[src/hw/rtl/assert_macros.svh]
// Assertion macros used by the RTL files (included by nd_index_stepper_core).
`ifndef ASSERT_MACROS_SVH
`define ASSERT_MACROS_SVH

`ifndef ASSERT_OFF
// Checks an implication on every rising clock edge outside reset.
`define ASSERT_CLK(lbl, clk, rst_n, prop, msg) \
    lbl: assert property (@(posedge clk) disable iff (!rst_n) (prop)) else $error(msg);
// Checks that an expression never holds outside reset.
`define ASSERT_NEVER(lbl, clk, rst_n, expr, msg) \
    lbl: assert property (@(posedge clk) disable iff (!rst_n) !(expr)) else $error(msg);
`else
`define ASSERT_CLK(lbl, clk, rst_n, prop, msg)
`define ASSERT_NEVER(lbl, clk, rst_n, expr, msg)
`endif

`endif

[src/hw/rtl/nis_pkg.sv]
package nis_pkg;

    localparam int MAX_AXES   = 4;
    localparam int INDEX_BITS = 32;
    localparam int SIZE_W     = 8;
    localparam int CNT_W      = 3;
    localparam int REG_IDX_W  = 3;
    localparam int ORDER_W    = 2 * MAX_AXES;
    // Two quotient bits are resolved per stage, eight bits per axis.
    localparam int BITS_PER_STAGE = 2;
    localparam int DIV_STAGES = MAX_AXES * SIZE_W / BITS_PER_STAGE;
    localparam int SETTLE_CYCLES = 3;

    localparam logic [REG_IDX_W-1:0] REG_AXIS_COUNT = 3'd0;
    localparam logic [REG_IDX_W-1:0] REG_SIZE_AXIS0 = 3'd1;
    localparam logic [REG_IDX_W-1:0] REG_SIZE_AXIS1 = 3'd2;
    localparam logic [REG_IDX_W-1:0] REG_SIZE_AXIS2 = 3'd3;
    localparam logic [REG_IDX_W-1:0] REG_SIZE_AXIS3 = 3'd4;
    localparam logic [REG_IDX_W-1:0] REG_ORDER      = 3'd5;

    typedef struct packed {
        logic [CNT_W-1:0]                        n;
        logic [MAX_AXES-1:0][SIZE_W-1:0]         size;
        logic [ORDER_W-1:0]                      order;
        logic [MAX_AXES-1:0][INDEX_BITS-1:0]     stride;
        logic [INDEX_BITS-1:0]                   total;
    } cfg_t;

    typedef struct packed {
        logic                                    kind;
        logic [INDEX_BITS-1:0]                   pos;
        logic                                    oor;
        logic [INDEX_BITS-1:0]                   rem;
        logic [MAX_AXES-1:0][SIZE_W-1:0]         digit;
    } div_t;

endpackage

[src/hw/rtl/nis_step.sv]
module nis_step
(
    input  logic                           clk,
    input  logic                           rst_n,
    input  logic                           en,
    input  logic                           in_vld,
    input  nis_pkg::div_t                  in_word,
    input  nis_pkg::cfg_t                  cfg,
    output logic                           out_valid,
    output logic [nis_pkg::INDEX_BITS-1:0] next_position,
    output logic                           advanced,
    output logic                           out_of_range
);
    import nis_pkg::*;

    logic [MAX_AXES-1:0][SIZE_W-1:0] d;
    logic                            stepped;
    logic [1:0]                      ax;

    logic                            a_vld_reg;
    logic [MAX_AXES-1:0][SIZE_W-1:0] a_digit_reg;
    logic [INDEX_BITS-1:0]           a_pos_reg;
    logic                            a_oor_reg;
    logic                            a_adv_reg;

    logic                            b_vld_reg;
    logic [INDEX_BITS-1:0]           b_p0_reg;
    logic [23:0]                     b_p1_reg;
    logic [15:0]                     b_p2_reg;
    logic [SIZE_W-1:0]               b_p3_reg;
    logic [INDEX_BITS-1:0]           b_pos_reg;
    logic                            b_oor_reg;
    logic                            b_adv_reg;

    logic                            c_vld_reg;
    logic [INDEX_BITS-1:0]           c_pos_reg;
    logic                            c_adv_reg;
    logic                            c_oor_reg;
    logic [INDEX_BITS-1:0]           sum;

    // Walk the order from the fastest entry until one axis steps without wrapping.
    always_comb
    begin
        d       = in_word.digit;
        stepped = 1'b0;
        ax      = '0;
        for (int e = MAX_AXES - 1; e >= 0; e--)
        begin
            if (!stepped && (CNT_W'(e) < cfg.n))
            begin
                ax = cfg.order[2*e +: 2];
                if (CNT_W'(ax) < cfg.n)
                begin
                    if (!in_word.kind)
                    begin
                        if ((9'(d[ax]) + 9'd1) < 9'(cfg.size[ax]))
                        begin
                            d[ax]   = d[ax] + SIZE_W'(1);
                            stepped = 1'b1;
                        end
                        else
                            d[ax] = '0;
                    end
                    else
                    begin
                        if (d[ax] != '0)
                        begin
                            d[ax]   = d[ax] - SIZE_W'(1);
                            stepped = 1'b1;
                        end
                        else
                            d[ax] = cfg.size[ax] - SIZE_W'(1);
                    end
                end
            end
        end
    end

    assign sum = b_p0_reg + 32'(b_p1_reg) + 32'(b_p2_reg) + 32'(b_p3_reg);

    always_ff @(posedge clk or negedge rst_n)
    begin
        if (!rst_n)
        begin
            a_vld_reg <= 1'b0;
            b_vld_reg <= 1'b0;
            c_vld_reg <= 1'b0;
        end
        else if (en)
        begin
            a_vld_reg <= in_vld;
            b_vld_reg <= a_vld_reg;
            c_vld_reg <= b_vld_reg;
        end
    end

    always_ff @(posedge clk)
    begin
        if (en)
        begin
            a_digit_reg <= d;
            a_pos_reg   <= in_word.pos;
            a_oor_reg   <= in_word.oor;
            a_adv_reg   <= stepped && !in_word.oor;

            b_p0_reg  <= 32'(a_digit_reg[0]) * 32'(cfg.stride[0][23:0]);
            b_p1_reg  <= 24'(a_digit_reg[1]) * 24'(cfg.stride[1][15:0]);
            b_p2_reg  <= 16'(a_digit_reg[2]) * 16'(cfg.stride[2][7:0]);
            b_p3_reg  <= a_digit_reg[3];
            b_pos_reg <= a_pos_reg;
            b_oor_reg <= a_oor_reg;
            b_adv_reg <= a_adv_reg;

            c_pos_reg <= b_oor_reg ? b_pos_reg : sum;
            c_adv_reg <= b_adv_reg;
            c_oor_reg <= b_oor_reg;
        end
    end

    assign out_valid     = c_vld_reg;
    assign next_position = c_pos_reg;
    assign advanced      = c_adv_reg;
    assign out_of_range  = c_oor_reg;

endmodule

[config.mk]
export PLATFORM = sky130hd
export DESIGN_NAME = nis_step
export DESIGN_NICKNAME = d
export VERILOG_FILES = /design/src/hw/rtl/assert_macros.svh /design/src/hw/rtl/nis_pkg.sv /design/src/hw/rtl/nis_step.sv
export SDC_FILE = /design/constraint.sdc
export NUM_CORES = 2
export LEC_CHECK = 0
export ABC_AREA = 1
export BUFFER_PORTS_ARGS = -buffer_cell sky130_fd_sc_hd__buf_2
export CELL_PAD_IN_SITES_DETAIL_PLACEMENT = 0
export CELL_PAD_IN_SITES_GLOBAL_PLACEMENT = 1
export CORE_UTILIZATION = 30
export DETAILED_ROUTE_END_ITERATION = 16
export GPL_ROUTABILITY_DRIVEN = 0
export PLACE_DENSITY_LB_ADDON = 0.15
export SLEW_MARGIN = 25
export SYNTH_ARGS = -nofsm -noshare
export SYNTH_HDL_FRONTEND = slang
export SYNTH_SLANG_ARGS = --single-unit
[constraint.sdc]
create_clock -name clk -period 8.5 [get_ports clk]
set_clock_uncertainty 0.1 [all_clocks]
set_input_delay 0 -clock clk [delete_from_list [all_inputs] [get_ports clk]]
set_output_delay 0 -clock clk [all_outputs]
set_load 0.01 [all_outputs]
==> metrics list <==
- The analysis attributes to cell leakage a power of 0.0197 uW.
* Class of the tightest hold or removal check: in -> reg
- Registers take roughly 6500 um^2.
- Measured along the y axis, the die boundary spans between 300 and 400 um.
* Post-placement cell count: 5966
- Async set-or-reset flop fraction in the synthesized netlist: between 1 and 1.5%
- Post-Synthesis Mean Instance Area: between 7 and 8 um^2
- Mapped Nets: 4955
* Highest fanout seen on the critical path: 7
- Number of DRC violations after detailed routing: 0
* Global-route wire length before repair: 172000 um
- From left edge to right edge, the die measures roughly 320 um.
* Worst setup slack for register-to-register paths: between 1.5 and 2 ns
- Global routing finished with a remaining overflow of 0.
- Max IR drop VDD: between 150 and 200 uV
- Clock-pin slew on the worst setup and hold paths: ~0.06 ns
* # clock sinks: between 200 and 250
* Dominant synthesized flop cell: sky130_fd_sc_hd__edfxtp_1
- Number of antenna violations at the first check in global routing: 14
- In this run the number of H-tree levels came out at 1.
- Total die area: slightly above 100000 um^2
- Port buffering added roughly 200 buffers.
- RSZ-0062 raised after global routing: true
- The region available for standard cell placement spans about 100000 um^2.
- Number of inserted filler cells in the final layout: 10786
- Of all cell types, the one taking the most synthesized area is sky130_fd_sc_hd__edfxtp_1.
* Relative slew margins: approximately 28%
* CTS Root Cell: sky130_fd_sc_hd__clkbuf_16
- For this run, the share of the core covered by cells in the final layout is between 30 and 40%.
- In this run the biggest area consumer among cell types represents between 20% and 30% of the synthesized area.
- The total count of max-transition violations in the final report came to 0.
- The floorplan has 116 rows.
* Endpoints failing hold: 0
* Sequential area share after synthesis: a little over a fifth
* Aggregate global-route resource usage: 21.8%
- Final period demand of the worst path: 8.45 ns
- STA classifies the critical path endpoint as a flop.
- Top area cells in the synthesized netlist: sky130_fd_sc_hd__edfxtp_1 21%, sky130_fd_sc_hd__fa_1 18%, sky130_fd_sc_hd__nand2_1 16%, sky130_fd_sc_hd__ha_1 9.5%, sky130_fd_sc_hd__inv_1 8.6%
* First-pass detailed-route iteration total: 5
* Post-route antenna net violation count: 0
* Detailed Route WL: 113000 um
* Power per unit of standard cell area: 344 nW/um^2
* Top cell by count, worst path: sky130_fd_sc_hd__nand2_1
- Cell variety after synth: 54
- CTS tree: done
- The slowest stage of the critical path belongs to the cell sky130_fd_sc_hd__ha_1.
- Setup slack closes at 0.0538 ns.
* Total via count in the routed design: around 29000
- Source-to-sink clock delay at the later pin of the worst-skew pair: between 0.5 and 0.6 ns
- DRC violation total after the first TritonRoute iteration: 1778
* Startpoint-to-endpoint class of the critical path: in -> reg
* Total half-perimeter wirelength after legalization and detailed placement: 94300 um
- The synthesized design contains roughly 220 register bits.
- Share of final-layout standard cells stronger than drive strength 1: 21.2%
* Longest individual stage delay on the worst path: roughly 0.32 ns
* Starting Density: between 30% and 40%
- Setup Slack @ Placement: -0.738 ns
- Vias per std cell: around 4.7
* Worst Hold Margin: between 0.06 and 0.07 ns
- STA classifies the critical path startpoint as a primary input.
* Vias in the first global route: 28704
- Entering global routing, the biggest net connects 86 pins.
- In the final routed layout, each cell accounts on average for between 15 and 20 um.
- Summing all multi-input logic gate instances after layout gives roughly 21000 um^2.
* Maximum count of clock buffers along a single path: 3
* Count of endpoints failing setup in the final report: 0
- Yosys warning total: 0
- The net count of the finished layout is approximately 5500.
* Post-Syn Area: between 30000 and 40000 um^2
- Across the run, the number of max-cap violations was 0.
- At the pin with the least slew margin, the transition time is 1.09 ns.
* Synthesized netlist cell count: 4143
* Arrival @ worst endpoint: around 8.7 ns
* Highest clock frequency the design can meet: roughly 120 MHz
- Result of the run: finished, final reports clean
* Number of enable-type register cells in the synthesized netlist: ~210
- Number of CTS-inserted buffers: 26
* Top-level port count: 340
- Final cell count without fillers: between 6000 and 7000
- Endpoint required time on the critical path: roughly 9 ns
- From synthesis to final layout, the design area changed by 24.3%.
- Fraction of the cycle the final worst path needs: 99.4%
## cells by family after synthesis
kind of cell               share of synthesized area, %
DFF                                                21.3
AOI/OAI and AO/OA                                  8.27
muxes                                            0.0369
adders and majority gates                          27.6
xor gates and xnor gates                           2.61
and+or+nand+nor                                    28.5
buffers and inverters                              11.7
## report_power, final
part	internal [uW]	total [uW]	leakage (uW)	switching, uW
clock network	640	1090	0.000408	454
registers	1980	2220	0.00214	241
logic	3890	9730	0.0171	5840
total	6510	13000	0.0197	6530
## critical path, delay by kind of cell
kind | cells | cell delay [ns]
AND/OR/NAND/NOR | 53 | 4.52
adder cells (fa/ha/maj) | 8 | 1.76
AO/OA/AOI/OAI | 6 | 1.00
buffers and inverters | 14 | 1.11
XOR/XNOR | 2 | 0.31
## repair_timing
action / 4_1_cts / 5_1_grt
gates resized for setup: 10 / 110
pin swaps: 9 / 90
hold buffers: 45 / 0
buffers inserted: 1 / 24
gates cloned: 0 / 0
setup endpoints to repair: 33 / 33
endpoints found under the hold margin: 125 / 0
## cells in the final DEF (no fill, tap or decap), drive strengths merged
master / netlist / routed
a211oi: 8 / 8
a21boi: 13 / 13
a21o: 2 / 2
a21oi: 213 / 213
a221oi: 7 / 7
a22oi: 7 / 7
a31oi: 6 / 6
and2: 4 / 4
buf: 34 / 659
bufinv: 0 / 2
clkbuf: 134 / 30
clkinv: 8 / 16
clkinvlp: 0 / 2
dfrtp: 3 / 3
diode: 0 / 1
dlygate4sd3: 0 / 45
edfxtp: 214 / 214
fa: 276 / 276
ha: 231 / 231
inv: 726 / 729
mux2: 1 / 1
nand2: 1307 / 1307
nand3: 316 / 316
nand3b: 8 / 8
nand4: 49 / 49
nor2: 237 / 237
nor3: 18 / 18
o211ai: 5 / 5
o21a: 10 / 10
o21ai: 140 / 140
o21bai: 13 / 13
o221ai: 6 / 6
o22ai: 18 / 18
o31ai: 5 / 5
or2: 34 / 34
xnor2: 19 / 19
xor2: 71 / 71
## cell type report
type | count | share of cell area, %
inverter | 734 | 7.29
clock buffer | 30 | 1.81
clock inverter | 15 | 0.380
sequential | 217 | 17.1
tap | 1357 | 4.48
timing repair buffer | 704 | 13.5
antenna | 1 | 0.00660
multi-input combinational | 3024 | 55.4
## per-layer routing
layer	track usage, %	vias up	part of all wire, %
met5	0	-	0.061
met4	5.07	12	2.5
met3	1.78	138	4.5
met2	35.9	677	46
met1	30.9	13660	47
li1	-	14152	-
## stage by stage
stage	TNS [ns]	total power, uW	area [um^2]
floorplan	-0.0184	8970	30700
global placement	-16.55	12100	36000
detailed placement	-22.32	12000	36000
CTS	0	13300	37300
global route	-20.69	14700	37900
finish	0	13000	37900
## synth_stat cells, types with 7 or more instances
master	instances
sky130_fd_sc_hd__nor3_1	16
sky130_fd_sc_hd__clkbuf_2	15
sky130_fd_sc_hd__a22oi_1	7
sky130_fd_sc_hd__nand2_2	39
sky130_fd_sc_hd__xnor2_1	19
sky130_fd_sc_hd__nand2_4	8
sky130_fd_sc_hd__edfxtp_1	214
sky130_fd_sc_hd__nor2_2	29
sky130_fd_sc_hd__ha_1	231
sky130_fd_sc_hd__o21bai_1	13
sky130_fd_sc_hd__clkbuf_1	119
sky130_fd_sc_hd__nand3_2	13
sky130_fd_sc_hd__o22ai_1	18
sky130_fd_sc_hd__nor2_4	28
sky130_fd_sc_hd__o21a_1	10
sky130_fd_sc_hd__a21boi_1	12
sky130_fd_sc_hd__xor2_1	70
sky130_fd_sc_hd__o21ai_1	18
sky130_fd_sc_hd__clkinv_1	7
sky130_fd_sc_hd__a221oi_1	7
sky130_fd_sc_hd__nor2_1	176
sky130_fd_sc_hd__o21ai_0	122
sky130_fd_sc_hd__or2_2	34
sky130_fd_sc_hd__buf_2	12
sky130_fd_sc_hd__nand2_1	1260
sky130_fd_sc_hd__inv_2	24
sky130_fd_sc_hd__a211oi_1	8
sky130_fd_sc_hd__inv_1	702
sky130_fd_sc_hd__nand4_1	45
sky130_fd_sc_hd__nand3_1	301
sky130_fd_sc_hd__buf_6	13
sky130_fd_sc_hd__fa_1	276
sky130_fd_sc_hd__a21oi_1	210
sky130_fd_sc_hd__nand3b_1	8
## worst paths after layout
path                           startpoint              end  cells after the start
max in group asynchronous           rst_n        out_valid                      3
hold reg to reg             a_pos_reg[11]    b_pos_reg[11]                      0
setup reg to reg           a_digit_reg[3]     b_p0_reg[30]                     29
min in group asynchronous           rst_n        b_vld_reg                      3
setup / recovery                 cfg[166]  a_digit_reg[16]                     83
hold / removal                in_word[72]     a_pos_reg[7]                      2
Note: power is estimated with default switching activity, not from simulation.
