## config.mk

```make
export PLATFORM = sky130hd
export DESIGN_NAME = nis_cfg
export DESIGN_NICKNAME = d
export VERILOG_FILES = /design/src/hw/rtl/assert_macros.svh /design/src/hw/rtl/nis_pkg.sv /design/src/hw/rtl/nis_cfg.sv
export SDC_FILE = /design/constraint.sdc
export NUM_CORES = 1
export LEC_CHECK = 0
export BUFFER_PORTS_ARGS = -buffer_cell sky130_fd_sc_hd__buf_4
export CAP_MARGIN = 20
export CORE_MARGIN = 2
export CORE_UTILIZATION = 40
export DETAILED_ROUTE_END_ITERATION = 8
export GPL_TIMING_DRIVEN = 0
export PLACE_DENSITY_LB_ADDON = 0.12
export SYNTH_ARGS = -nofsm -noshare
export SYNTH_HDL_FRONTEND = slang
export SYNTH_SLANG_ARGS = --single-unit
```

## constraint.sdc

```tcl
create_clock -name clk -period 7.1 [get_ports clk]
set_input_delay 1.42 -clock clk [delete_from_list [all_inputs] [get_ports clk]]
set_output_delay 1.42 -clock clk [all_outputs]
set_load 0.05 [all_outputs]
```

## src/hw/rtl/assert_macros.svh

```systemverilog
// Assertion macros used by the RTL files (included by nd_index_stepper_core).
`ifndef ASSERT_MACROS_SVH
`define ASSERT_MACROS_SVH

`ifndef ASSERT_OFF
// Checks an implication on every rising clock edge outside reset.
`define ASSERT_CLK(lbl, clk, rst_n, prop, msg) \
    lbl: assert property (@(posedge clk) disable iff (!rst_n) (prop)) else $error(msg);
// Checks that an expression never holds outside reset.
`define ASSERT_NEVER(lbl, clk, rst_n, expr, msg) \
    lbl: assert property (@(posedge clk) disable iff (!rst_n) !(expr)) else $error(msg);
`else
`define ASSERT_CLK(lbl, clk, rst_n, prop, msg)
`define ASSERT_NEVER(lbl, clk, rst_n, expr, msg)
`endif

`endif

```

## src/hw/rtl/nis_pkg.sv

```systemverilog
package nis_pkg;

    localparam int MAX_AXES   = 4;
    localparam int INDEX_BITS = 32;
    localparam int SIZE_W     = 8;
    localparam int CNT_W      = 3;
    localparam int REG_IDX_W  = 3;
    localparam int ORDER_W    = 2 * MAX_AXES;
    // Two quotient bits are resolved per stage, eight bits per axis.
    localparam int BITS_PER_STAGE = 2;
    localparam int DIV_STAGES = MAX_AXES * SIZE_W / BITS_PER_STAGE;
    localparam int SETTLE_CYCLES = 3;

    localparam logic [REG_IDX_W-1:0] REG_AXIS_COUNT = 3'd0;
    localparam logic [REG_IDX_W-1:0] REG_SIZE_AXIS0 = 3'd1;
    localparam logic [REG_IDX_W-1:0] REG_SIZE_AXIS1 = 3'd2;
    localparam logic [REG_IDX_W-1:0] REG_SIZE_AXIS2 = 3'd3;
    localparam logic [REG_IDX_W-1:0] REG_SIZE_AXIS3 = 3'd4;
    localparam logic [REG_IDX_W-1:0] REG_ORDER      = 3'd5;

    typedef struct packed {
        logic [CNT_W-1:0]                        n;
        logic [MAX_AXES-1:0][SIZE_W-1:0]         size;
        logic [ORDER_W-1:0]                      order;
        logic [MAX_AXES-1:0][INDEX_BITS-1:0]     stride;
        logic [INDEX_BITS-1:0]                   total;
    } cfg_t;

    typedef struct packed {
        logic                                    kind;
        logic [INDEX_BITS-1:0]                   pos;
        logic                                    oor;
        logic [INDEX_BITS-1:0]                   rem;
        logic [MAX_AXES-1:0][SIZE_W-1:0]         digit;
    } div_t;

endpackage

```

## src/hw/rtl/nis_cfg.sv

```systemverilog
module nis_cfg
(
    input  logic                             clk,
    input  logic                             rst_n,
    input  logic                             cfg_valid,
    input  logic [nis_pkg::REG_IDX_W-1:0]    cfg_index,
    input  logic [nis_pkg::SIZE_W-1:0]       cfg_data,
    output logic                             busy,
    output nis_pkg::cfg_t                    cfg
);
    import nis_pkg::*;

    logic [CNT_W-1:0]                count_reg;
    logic [MAX_AXES-1:0][SIZE_W-1:0] size_reg;
    logic [ORDER_W-1:0]              order_reg;
    logic [15:0]                     s1_reg, s1_next;
    logic [23:0]                     s0_reg, s0_next;
    logic [INDEX_BITS-1:0]           total_reg, total_next;
    logic [1:0]                      settle_reg;
    logic [CNT_W-1:0]                n_used;
    logic [MAX_AXES-1:0][SIZE_W-1:0] eff;

    always_comb
    begin
        if (count_reg == '0)
            n_used = CNT_W'(1);
        else if (count_reg > CNT_W'(MAX_AXES))
            n_used = CNT_W'(MAX_AXES);
        else
            n_used = count_reg;
        // Unused axes act as extent one so the strides stay uniform.
        for (int k = 0; k < MAX_AXES; k++)
        begin
            eff[k] = (CNT_W'(k) < n_used) ? size_reg[k] : SIZE_W'(1);
        end
        s1_next    = 16'(eff[2]) * 16'(eff[3]);
        s0_next    = 24'(s1_reg) * 24'(eff[1]);
        total_next = 32'(s0_reg) * 32'(eff[0]);
    end

    always_ff @(posedge clk or negedge rst_n)
    begin
        if (!rst_n)
        begin
            count_reg  <= CNT_W'(2);
            size_reg   <= {MAX_AXES{SIZE_W'(1)}};
            order_reg  <= 8'd228;
            s1_reg     <= 16'd1;
            s0_reg     <= 24'd1;
            total_reg  <= 32'd1;
            settle_reg <= '0;
        end
        else
        begin
            s1_reg    <= s1_next;
            s0_reg    <= s0_next;
            total_reg <= total_next;
            if (cfg_valid)
            begin
                settle_reg <= 2'(SETTLE_CYCLES);
                unique case (cfg_index)
                    REG_AXIS_COUNT: count_reg   <= cfg_data[CNT_W-1:0];
                    REG_SIZE_AXIS0: size_reg[0] <= cfg_data;
                    REG_SIZE_AXIS1: size_reg[1] <= cfg_data;
                    REG_SIZE_AXIS2: size_reg[2] <= cfg_data;
                    REG_SIZE_AXIS3: size_reg[3] <= cfg_data;
                    REG_ORDER:      order_reg   <= cfg_data;
                    default:        ;
                endcase
            end
            else if (settle_reg != '0)
            begin
                settle_reg <= settle_reg - 2'd1;
            end
        end
    end

    assign busy        = (settle_reg != '0);
    assign cfg.n       = n_used;
    assign cfg.size    = size_reg;
    assign cfg.order   = order_reg;
    assign cfg.stride[0] = 32'(s0_reg);
    assign cfg.stride[1] = 32'(s1_reg);
    assign cfg.stride[2] = 32'(eff[3]);
    assign cfg.stride[3] = 32'd1;
    assign cfg.total   = total_reg;

endmodule

```

==> impl_metrics.tcl, run 1 <==
set metrics [dict create \
    period_share 0.842 \
    critPathLaunchType "flip-flop" \
    ys_types 69 \
    nets 2375 \
    dp_hpwl_um 32400 \
    worstPathArrival_ps 6310 \
    hold_viol_final 0 \
    firstDrtPassIters 6 \
    cts_root_buf "clkbuf_16" \
    synthCells 1743 \
    cts_buffers 17 \
    track_usage 0.192 \
    worst_setup_path_end_kind "flip-flop" \
    drtIter0Drc 479 \
    drive_gt1_frac 0.161 \
    routed_wl_um 39600 \
    synth_area_um2 16500 \
    grt_pass1_vias 12922 \
    synth_edf_count 0 \
    vias 11865 \
    crit_path_max_fanout 10 \
    grt_pass1_wl_um 66600 \
    num_rows 74 \
    die_w_um 207 \
    viasPerCell 4.71 \
    maxCapViolations 0 \
    slew_headroom 0.487 \
    timing.fmax_mhz 167 \
    synth-warning-count 0 \
    cts_tree "done" \
    hold_class "flip-flop to flip-flop" \
    finalSetupTns_ps 0 \
    top_level_ports 218 \
    clk_pin_slew_ps 70 \
    core-area_um2 40700 \
    htree_num_levels 4 \
    status "completed" \
    async_flop_share 1.00 \
    rsz0062_at_grt "no" \
    cts_resized 0 \
    dieArea_um2 42900 \
    gr-total-overflow 0 \
    antenna_cells 0 \
    die_h_um 207 \
    fin_crit_ps 5980 \
    synth_top_area_cell "fa_1" \
    cts_setup_buffers 0 \
    start_util 0.405 \
    place_congestion 0.840 \
    drv_slew 0 \
    cp.required_ps 7430 \
    synth_top_area_frac 0.306 \
    tightest_slew_ps 769 \
    antenna_found_initial 0 \
    drc 0 \
    grt_max_degree 82 \
    wl_per_cell_um 15.7 \
    seq_area_frac_synth 0.178 \
    area_growth_pct 15.7 \
    yosys_register_bits 117 \
    finalSetupViolations 0 \
    fin_area_um2 19100 \
    crit_type "flip-flop to flip-flop" \
    syn_area_per_cell_um2 9.47 \
    synthTopCellsByArea "fa_1 (31%), dfrtp_1 (16%), ha_1 (10%), and2_1 (8.0%), inv_1 (6.3%)" \
    fin_skew_ps 13.9 \
    clock_sinks 117 \
    port_buffers 135 \
    ctsHoldBuffers 0 \
    clock_latency_ps 440 \
    place_area_um2 18500 \
    synth_flop_cell "dfrtp_1" \
    drtAntennaViolNets 0 \
    cts.path.max_buffers 2 \
]
## routing by layer
| metal | routed length (um) | vias up | share of wire | track usage |
|---|---|---|---|---|
| met5 | 0 | - | 0 | 0 |
| met4 | 1020 | 0 | 0.026 | 0.0618 |
| met3 | 1250 | 55 | 0.031 | 0.0311 |
| met2 | 19900 | 194 | 0.50 | 0.341 |
| met1 | 17400 | 5871 | 0.44 | 0.238 |
| li1 | - | 5745 | - | - |
## metrics by stage
step | cells | setup WS, ps | utilization | hold slack [ps]
after floorplan | 1821 | 2020 | - | 462
after global placement | 2488 | 1080 | 0.454 | 475
after detailed placement | 2489 | 1090 | 0.454 | 480
after CTS | 2521 | 1050 | 0.469 | 496
after global routing | 2521 | 728 | 0.469 | 524
final | 2521 | 1120 | 0.469 | 497
## cell usage after synthesis (all sizes together), types with 21 or more instances
| library cell | n |
|---|---|
| and2 | 212 |
| nor2b | 21 |
| o21ai | 33 |
| inv | 278 |
| fa | 252 |
| and3 | 27 |
| dfrtp | 105 |
| mux2 | 43 |
| a21oi | 52 |
| clkbuf | 48 |
| nand2 | 202 |
| ha | 133 |
| buf | 89 |
| xnor2 | 34 |
| nor2 | 45 |
## kinds of logic (layout without fill, tap and decap cells)
| family | Yosys count | count (layout) | share of synthesized area |
|---|---|---|---|
| DFF | 117 | 117 | 0.178 |
| AOI/OAI and AO/OA | 163 | 163 | 0.0667 |
| other | 2 | 80 | 0.000455 |
| and+or+nand+nor | 567 | 567 | 0.179 |
| buffers and inverters | 415 | 583 | 0.113 |
| adders and majority gates | 385 | 385 | 0.406 |
| xor gates and xnor gates | 51 | 51 | 0.0271 |
| muxes | 43 | 43 | 0.0293 |
## placed cells by master (no fill, tap or decap), drive strengths merged, types with 17 or more instances in the layout
| cell type | n |
|---|---|
| inv | 291 |
| o21ai | 33 |
| fa | 252 |
| nor3 | 17 |
| and3 | 27 |
| conb | 80 |
| and2 | 212 |
| mux2 | 43 |
| nand2 | 202 |
| clkbuf | 65 |
| a21oi | 52 |
| ha | 133 |
| nor2b | 21 |
| buf | 225 |
| nor2 | 45 |
| xor2 | 17 |
| a21o | 17 |
| dfrtp | 105 |
| xnor2 | 34 |
## path summary, 6_finish.rpt
| check | end | slack, ps | startpoint | cells after the start |
|---|---|---|---|---|
| max | s0_reg[21] | 1120 | count_reg[1] | 18 |
| min | settle_reg[1] | 500 | settle_reg[1] | 1 |
| max reg2reg | s0_reg[21] | 1120 | count_reg[1] | 18 |
| min reg2reg | settle_reg[1] | 500 | settle_reg[1] | 1 |
| max in group asynchronous | cfg[176] | 5460 | rst_n | 2 |
| min in group asynchronous | total_reg[31] | 880 | rst_n | 1 |
## area by class of cell
type / instances / area (um2)
fillers: 3957 / 21600
multi-input cells: 1289 / 12000
flip-flops and latches: 117 / 2940
repair buffers: 136 / 1040
inverters: 278 / 1040
plain buffers: 137 / 822
well taps: 532 / 666
clock buffers: 17 / 425
clock inverters: 15 / 166
## critical path, stage by stage (launching register included)
cell and delay, ps:
dfstp_2 570, nor2_1 130, nor2b_1 630, clkbuf_1 470, nand2_1 150, fa_1 460, fa_1 530, fa_1 430
fa_1 500, inv_1 40, ha_1 270, clkbuf_1 300, nand4_1 150, a21oi_1 150, o31a_1 150, o41a_1 220
nor3_1 140, or4_1 480, o311ai_1 90
Power of run 1 is not shown: default switching activity piles up to over one toggle a cycle in this logic, so the estimate is an artifact.
==> inputs of run 2 (changes only) <==
Clock period 7.1 ns to 5.2 ns, I/O delays scaled along.
==> run 2 against run 1 <==
  * Count of clock-buffer cells in the layout unchanged
  * Wire length grew 2.3%
  * Cell count grew 1.2%
  * Critical path depth grew 2
  * Global-route usage grew 0.20 points
  * Maximum frequency rose by 18%
  * Flip-flop and latch count did not move
  * Die area stayed put
==> impl_metrics.tcl, run 2 (same netlist as run 1, synthesis figures left out) <==
set metrics [dict create \
    slew_headroom 0.500 \
    dieArea_um2 42900 \
    worst_slack_ps 133 \
    grt_pass1_vias 13023 \
    nets 2405 \
    core-area_um2 40700 \
    timing.fmax_mhz 197 \
    die_w_um 207 \
    drtIter0Drc 457 \
    clk_pin_slew_ps 70 \
    layout_commonest_cell "inv_1" \
    cts_tree "done" \
    firstDrtPassIters 4 \
    place_area_um2 18500 \
    wl_per_cell_um 15.9 \
    fin_skew_ps 13.4 \
    grt_pass1_wl_um 67200 \
    worstPathArrival_ps 5410 \
    rsz0062_at_grt "yes" \
    die_h_um 207 \
    routed_wl_um 40500 \
    dp_hpwl_um 32400 \
    clock_latency_ps 450 \
    clock_sinks 117 \
    area_growth_pct 20.1 \
    dp_slack_ps -811 \
    layout_common_cells "inv_1 (278), buf_4 (250), fa_1 (248), and2_1 (211), nand2_1 (202)" \
    tightest_slew_ps 740 \
    fin_crit_ps 5070 \
    crit_type "flip-flop to flip-flop" \
    place_congestion 0.840 \
    gr-total-overflow 0 \
    cts_buffers 17 \
    fill_cells 3898 \
    dp.cells 2489 \
    track_usage 0.194 \
    num_rows 74 \
    port_buffers 135 \
    drc 0 \
    fin_area_um2 19800 \
    cp.required_ps 5540 \
    cts.path.max_buffers 2 \
    drive_gt1_frac 0.210 \
    critPathLaunchType "flip-flop" \
    drv_slew 0 \
    top_level_ports 218 \
    viasPerCell 4.73 \
    antenna_found_initial 0 \
    antenna_cells 0 \
    crit_path_max_fanout 8 \
    finalSetupViolations 0 \
    start_util 0.405 \
    finalSetupTns_ps 0 \
    worst_setup_path_end_kind "flip-flop" \
    grt_max_degree 82 \
    cts_root_buf "clkbuf_16" \
    drtAntennaViolNets 0 \
    vias 12063 \
    instances_no_fill 2551 \
    maxCapViolations 0 \
    period_share 0.975 \
    htree_num_levels 4 \
    hold_viol_final 0 \
    status "completed" \
    hold_class "input pin to asynchronous set/reset pin" \
]
==> run 2: cell types whose count changed in the layout (fill, tap and decap cells not counted), sizes merged <==
cell and change:
buf +46, clkbuf -16
==> run 2: timing repair <==
action	CTS	global route
resized for setup	62	74
pin swaps	8	26
buffers inserted	13	21
endpoints found under the setup margin	25	23
hold buffers	0	0
gates cloned	0	2
==> run 2: worst paths after layout <==
check                               from       endpoint  slack (ps)  depth (start not counted)
max                         count_reg[1]     s0_reg[20]         130                         20
min reg2reg                settle_reg[1]  settle_reg[1]         500                          1
min                                rst_n  total_reg[31]         490                          1
max in group asynchronous          rst_n       cfg[176]        3940                          2
min in group clk           settle_reg[1]  settle_reg[1]         500                          1
max reg2reg                 count_reg[1]     s0_reg[20]         130                         20
==> run 2: layout make-up <==
| type | instances | area [um2] | area share |
|---|---|---|---|
| timing repair buffer | 171 | 1330 | 0.0671 |
| tap | 532 | 666 | 0.0336 |
| sequential | 117 | 2950 | 0.149 |
| buffer | 132 | 912 | 0.0460 |
| inverter | 278 | 1040 | 0.0526 |
| multi-input combinational | 1289 | 12300 | 0.622 |
| clock buffer | 17 | 425 | 0.0215 |
| clock inverter | 15 | 166 | 0.00839 |
==> run 2: layer usage <==
metal | vias to the layer above | part of all wire | track usage
met4 | 0 | 0.030 | 0.0712
met1 | 5975 | 0.43 | 0.239
met5 | - | 0 | 0
met3 | 64 | 0.033 | 0.0320
met2 | 215 | 0.50 | 0.341
li1 | 5809 | - | -
==> run 2: per-stage QoR <==
step / hold WS [ps] / utilization
final: 493 / 0.487
after global routing: 514 / 0.487
after CTS: 495 / 0.478
after detailed placement: 480 / 0.454
after global placement: 475 / 0.454
after floorplan: 462 / -
==> run 2: critical path, cell delays in order, from the launching register on <==
cell	delay, ps
dfstp_2	560
nor2_4	80
buf_4	150
nor2b_4	220
buf_6	170
nand2_1	70
fa_1	450
fa_1	480
inv_1	50
fa_1	470
inv_1	50
fa_1	470
inv_1	60
ha_4	230
a21o_4	220
o41ai_4	390
a311oi_4	170
buf_4	170
a221oi_4	270
a31oi_1	120
o31ai_1	100
Power of run 2 is left out for the same reason.
==> inputs of run 3 (changes only) <==
Settings changed: CORE_UTILIZATION 40 to 35, HOLD_SLACK_MARGIN set to 0.15, RECOVER_POWER set to 50.
==> run 3 against run 2 <==
  * The flow now finishes with violations (capacitance limit, slew limit)
  * Worst setup slack worse by 50 ps
  * Clock skew about the same
  * Cell count up 2.8%
  * Global-route usage down 2.0 points
  * Wire length up 2.7%
  * Count of clock-buffer cells in the layout unchanged
  * First-iteration DRC count up 2.0%
  * Cell area up 0.38%
  * Die area up 14%
  * Sequential share of layout area down 0.057 points
  * Worst hold slack better by 5.9 ps
  * Critical endpoint unchanged
==> impl_metrics.tcl, run 3 (same netlist as run 1, synthesis figures left out) <==
set metrics [dict create \
    status "finished with violations" \
    violations "capacitance limit, slew limit" \
    cts_root_buf "clkbuf_16" \
    reg2reg_from "count_reg[1]" \
    port_buffers 135 \
    drtAntennaViolNets 0 \
    dieArea_um2 48900 \
    crit_family "adder cells" \
    r2r_cells 19 \
    drive_gt1_frac 0.212 \
    start_util 0.355 \
    top_level_ports 218 \
    rsz0062_at_grt "yes" \
    startpoint "count_reg[1]" \
    core-area_um2 46600 \
    wl_per_cell_um 15.9 \
    fin_crit_ps 5120 \
    antenna_found_initial 0 \
    drv_slew 45 \
    viasPerCell 4.57 \
    cts.path.max_buffers 2 \
    firstDrtPassIters 5 \
    clock_latency_ps 450 \
    antenna_cells 0 \
    htree_num_levels 4 \
    tightest_slew_ps 2610 \
    crit_type "flip-flop to flip-flop" \
    nets 2401 \
    finalSetupTns_ps 0 \
    area_growth_pct 20.6 \
    r2r-end "s0_reg[20]" \
    cts_tree "done" \
    worstPathArrival_ps 5430 \
    place_congestion 0.842 \
    ctsHoldBuffers 0 \
    crit_slowest_cell "fa_1" \
    track_usage 0.175 \
    crit_end "s0_reg[20]" \
    num_rows 79 \
    crit_chain "nor2_4, buf_4, nor2b_4, buf_8, nand2_1, fa_1, fa_1, fa_1, fa_1, inv_1, ha_4, nand2_1, a21oi_2, o41ai_4, a311oi_2, buf_4, a221oi_4, a31oi_2, o31ai_4" \
    period_share 0.984 \
    path_depth 19 \
    crit_top_cell "fa_1" \
    finalSetupViolations 0 \
    drtIter0Drc 466 \
    clk_pin_slew_ps 70 \
    slowest_delay_ps 570 \
    die_w_um 221 \
    drc 0 \
    place_area_um2 18600 \
    routed_wl_um 41600 \
    critPathLaunchType "flip-flop" \
    grt_pass1_wl_um 68100 \
    dp_hpwl_um 33500 \
    grt_pass1_vias 12772 \
    layout_common_cells "inv_1 (276), buf_4 (251), fa_1 (248), and2_1 (210), nand2_1 (200)" \
    maxCapViolations 1 \
    hold_viol_final 0 \
    fin_skew_ps 13.6 \
    fin_area_um2 19900 \
    slew_headroom -0.741 \
    layout_commonest_cell "inv_1" \
    die_h_um 221 \
    crit_path_max_fanout 10 \
    timing.fmax_mhz 195 \
    cp.required_ps 5520 \
    worst_setup_path_end_kind "flip-flop" \
    clock_sinks 117 \
    hold_class "flip-flop to flip-flop" \
    cts_buffers 17 \
    vias 11995 \
    grt_max_degree 74 \
    ff2ff_setup_slack_ps 80 \
    gr-total-overflow 0 \
    cp.buffers_inverters 4 \
]
[run 3: per-layer routing]
metal	global-route usage	part of all wire	up-vias
met3	0.0254	0.028	46
met4	0.0556	0.021	0
met1	0.213	0.43	5989
met2	0.315	0.52	165
met5	0	0	-
li1	-	-	5795
[run 3: cell type report]
class | instances | area, um2
clock buffers | 17 | 425
well taps | 607 | 759
plain buffers | 128 | 890
clock inverters | 15 | 151
inverters | 278 | 1040
multi-input cells | 1289 | 12400
fillers | 4649 | 26700
flip-flops and latches | 117 | 2950
repair buffers | 171 | 1310
[run 3: how the worst min path moves through the flow]
stage / startpoint / endpoint / slack [ps] / cells past startpoint
2_1_floorplan: settle_reg[1] / settle_reg[1] / 460 / 1
3_3_place_gp: settle_reg[1] / settle_reg[1] / 480 / 1
3_5_place_dp: settle_reg[1] / settle_reg[1] / 480 / 1
4_1_cts: rst_n / total_reg[27] / 500 / 1
5_1_grt: order_reg[3] / order_reg[3] / 530 / 1
6_report: settle_reg[1] / settle_reg[1] / 500 / 1
[run 3: timing repair]
action / CTS / global route
endpoints found under the hold margin: 0 / 0
cloned: 0 / 1
pin swaps: 11 / 30
gates resized for setup: 73 / 70
setup buffers: 15 / 19
setup endpoints to repair: 27 / 20
[run 3: worst reg2reg max path: stages (launching register included)]
cell      delay (ps)
dfstp_2          560
nor2_4            80
buf_4            160
nor2b_4          210
buf_8            170
nand2_1           80
fa_1             570
fa_1             430
fa_1             460
fa_1             490
inv_1             70
ha_4             310
nand2_1           70
a21oi_2          180
o41ai_4          140
a311oi_2         400
buf_4            190
a221oi_4          60
a31oi_2          250
o31ai_4          100
[run 3: through the flow]
| step | util | hold WS, ps | instances | worst slack (ps) |
|---|---|---|---|---|
| 4_1_cts | 0.420 | 498 | 2609 | 2.06 |
| 3_3_place_gp | 0.399 | 476 | 2563 | -831 |
| 3_5_place_dp | 0.400 | 482 | 2564 | -824 |
| 6_report | 0.428 | 499 | 2622 | 82.5 |
| 5_1_grt | 0.428 | 531 | 2622 | -39.0 |
| 2_1_floorplan | - | 462 | 1821 | 117 |
Power of run 3 is left out for the same reason.
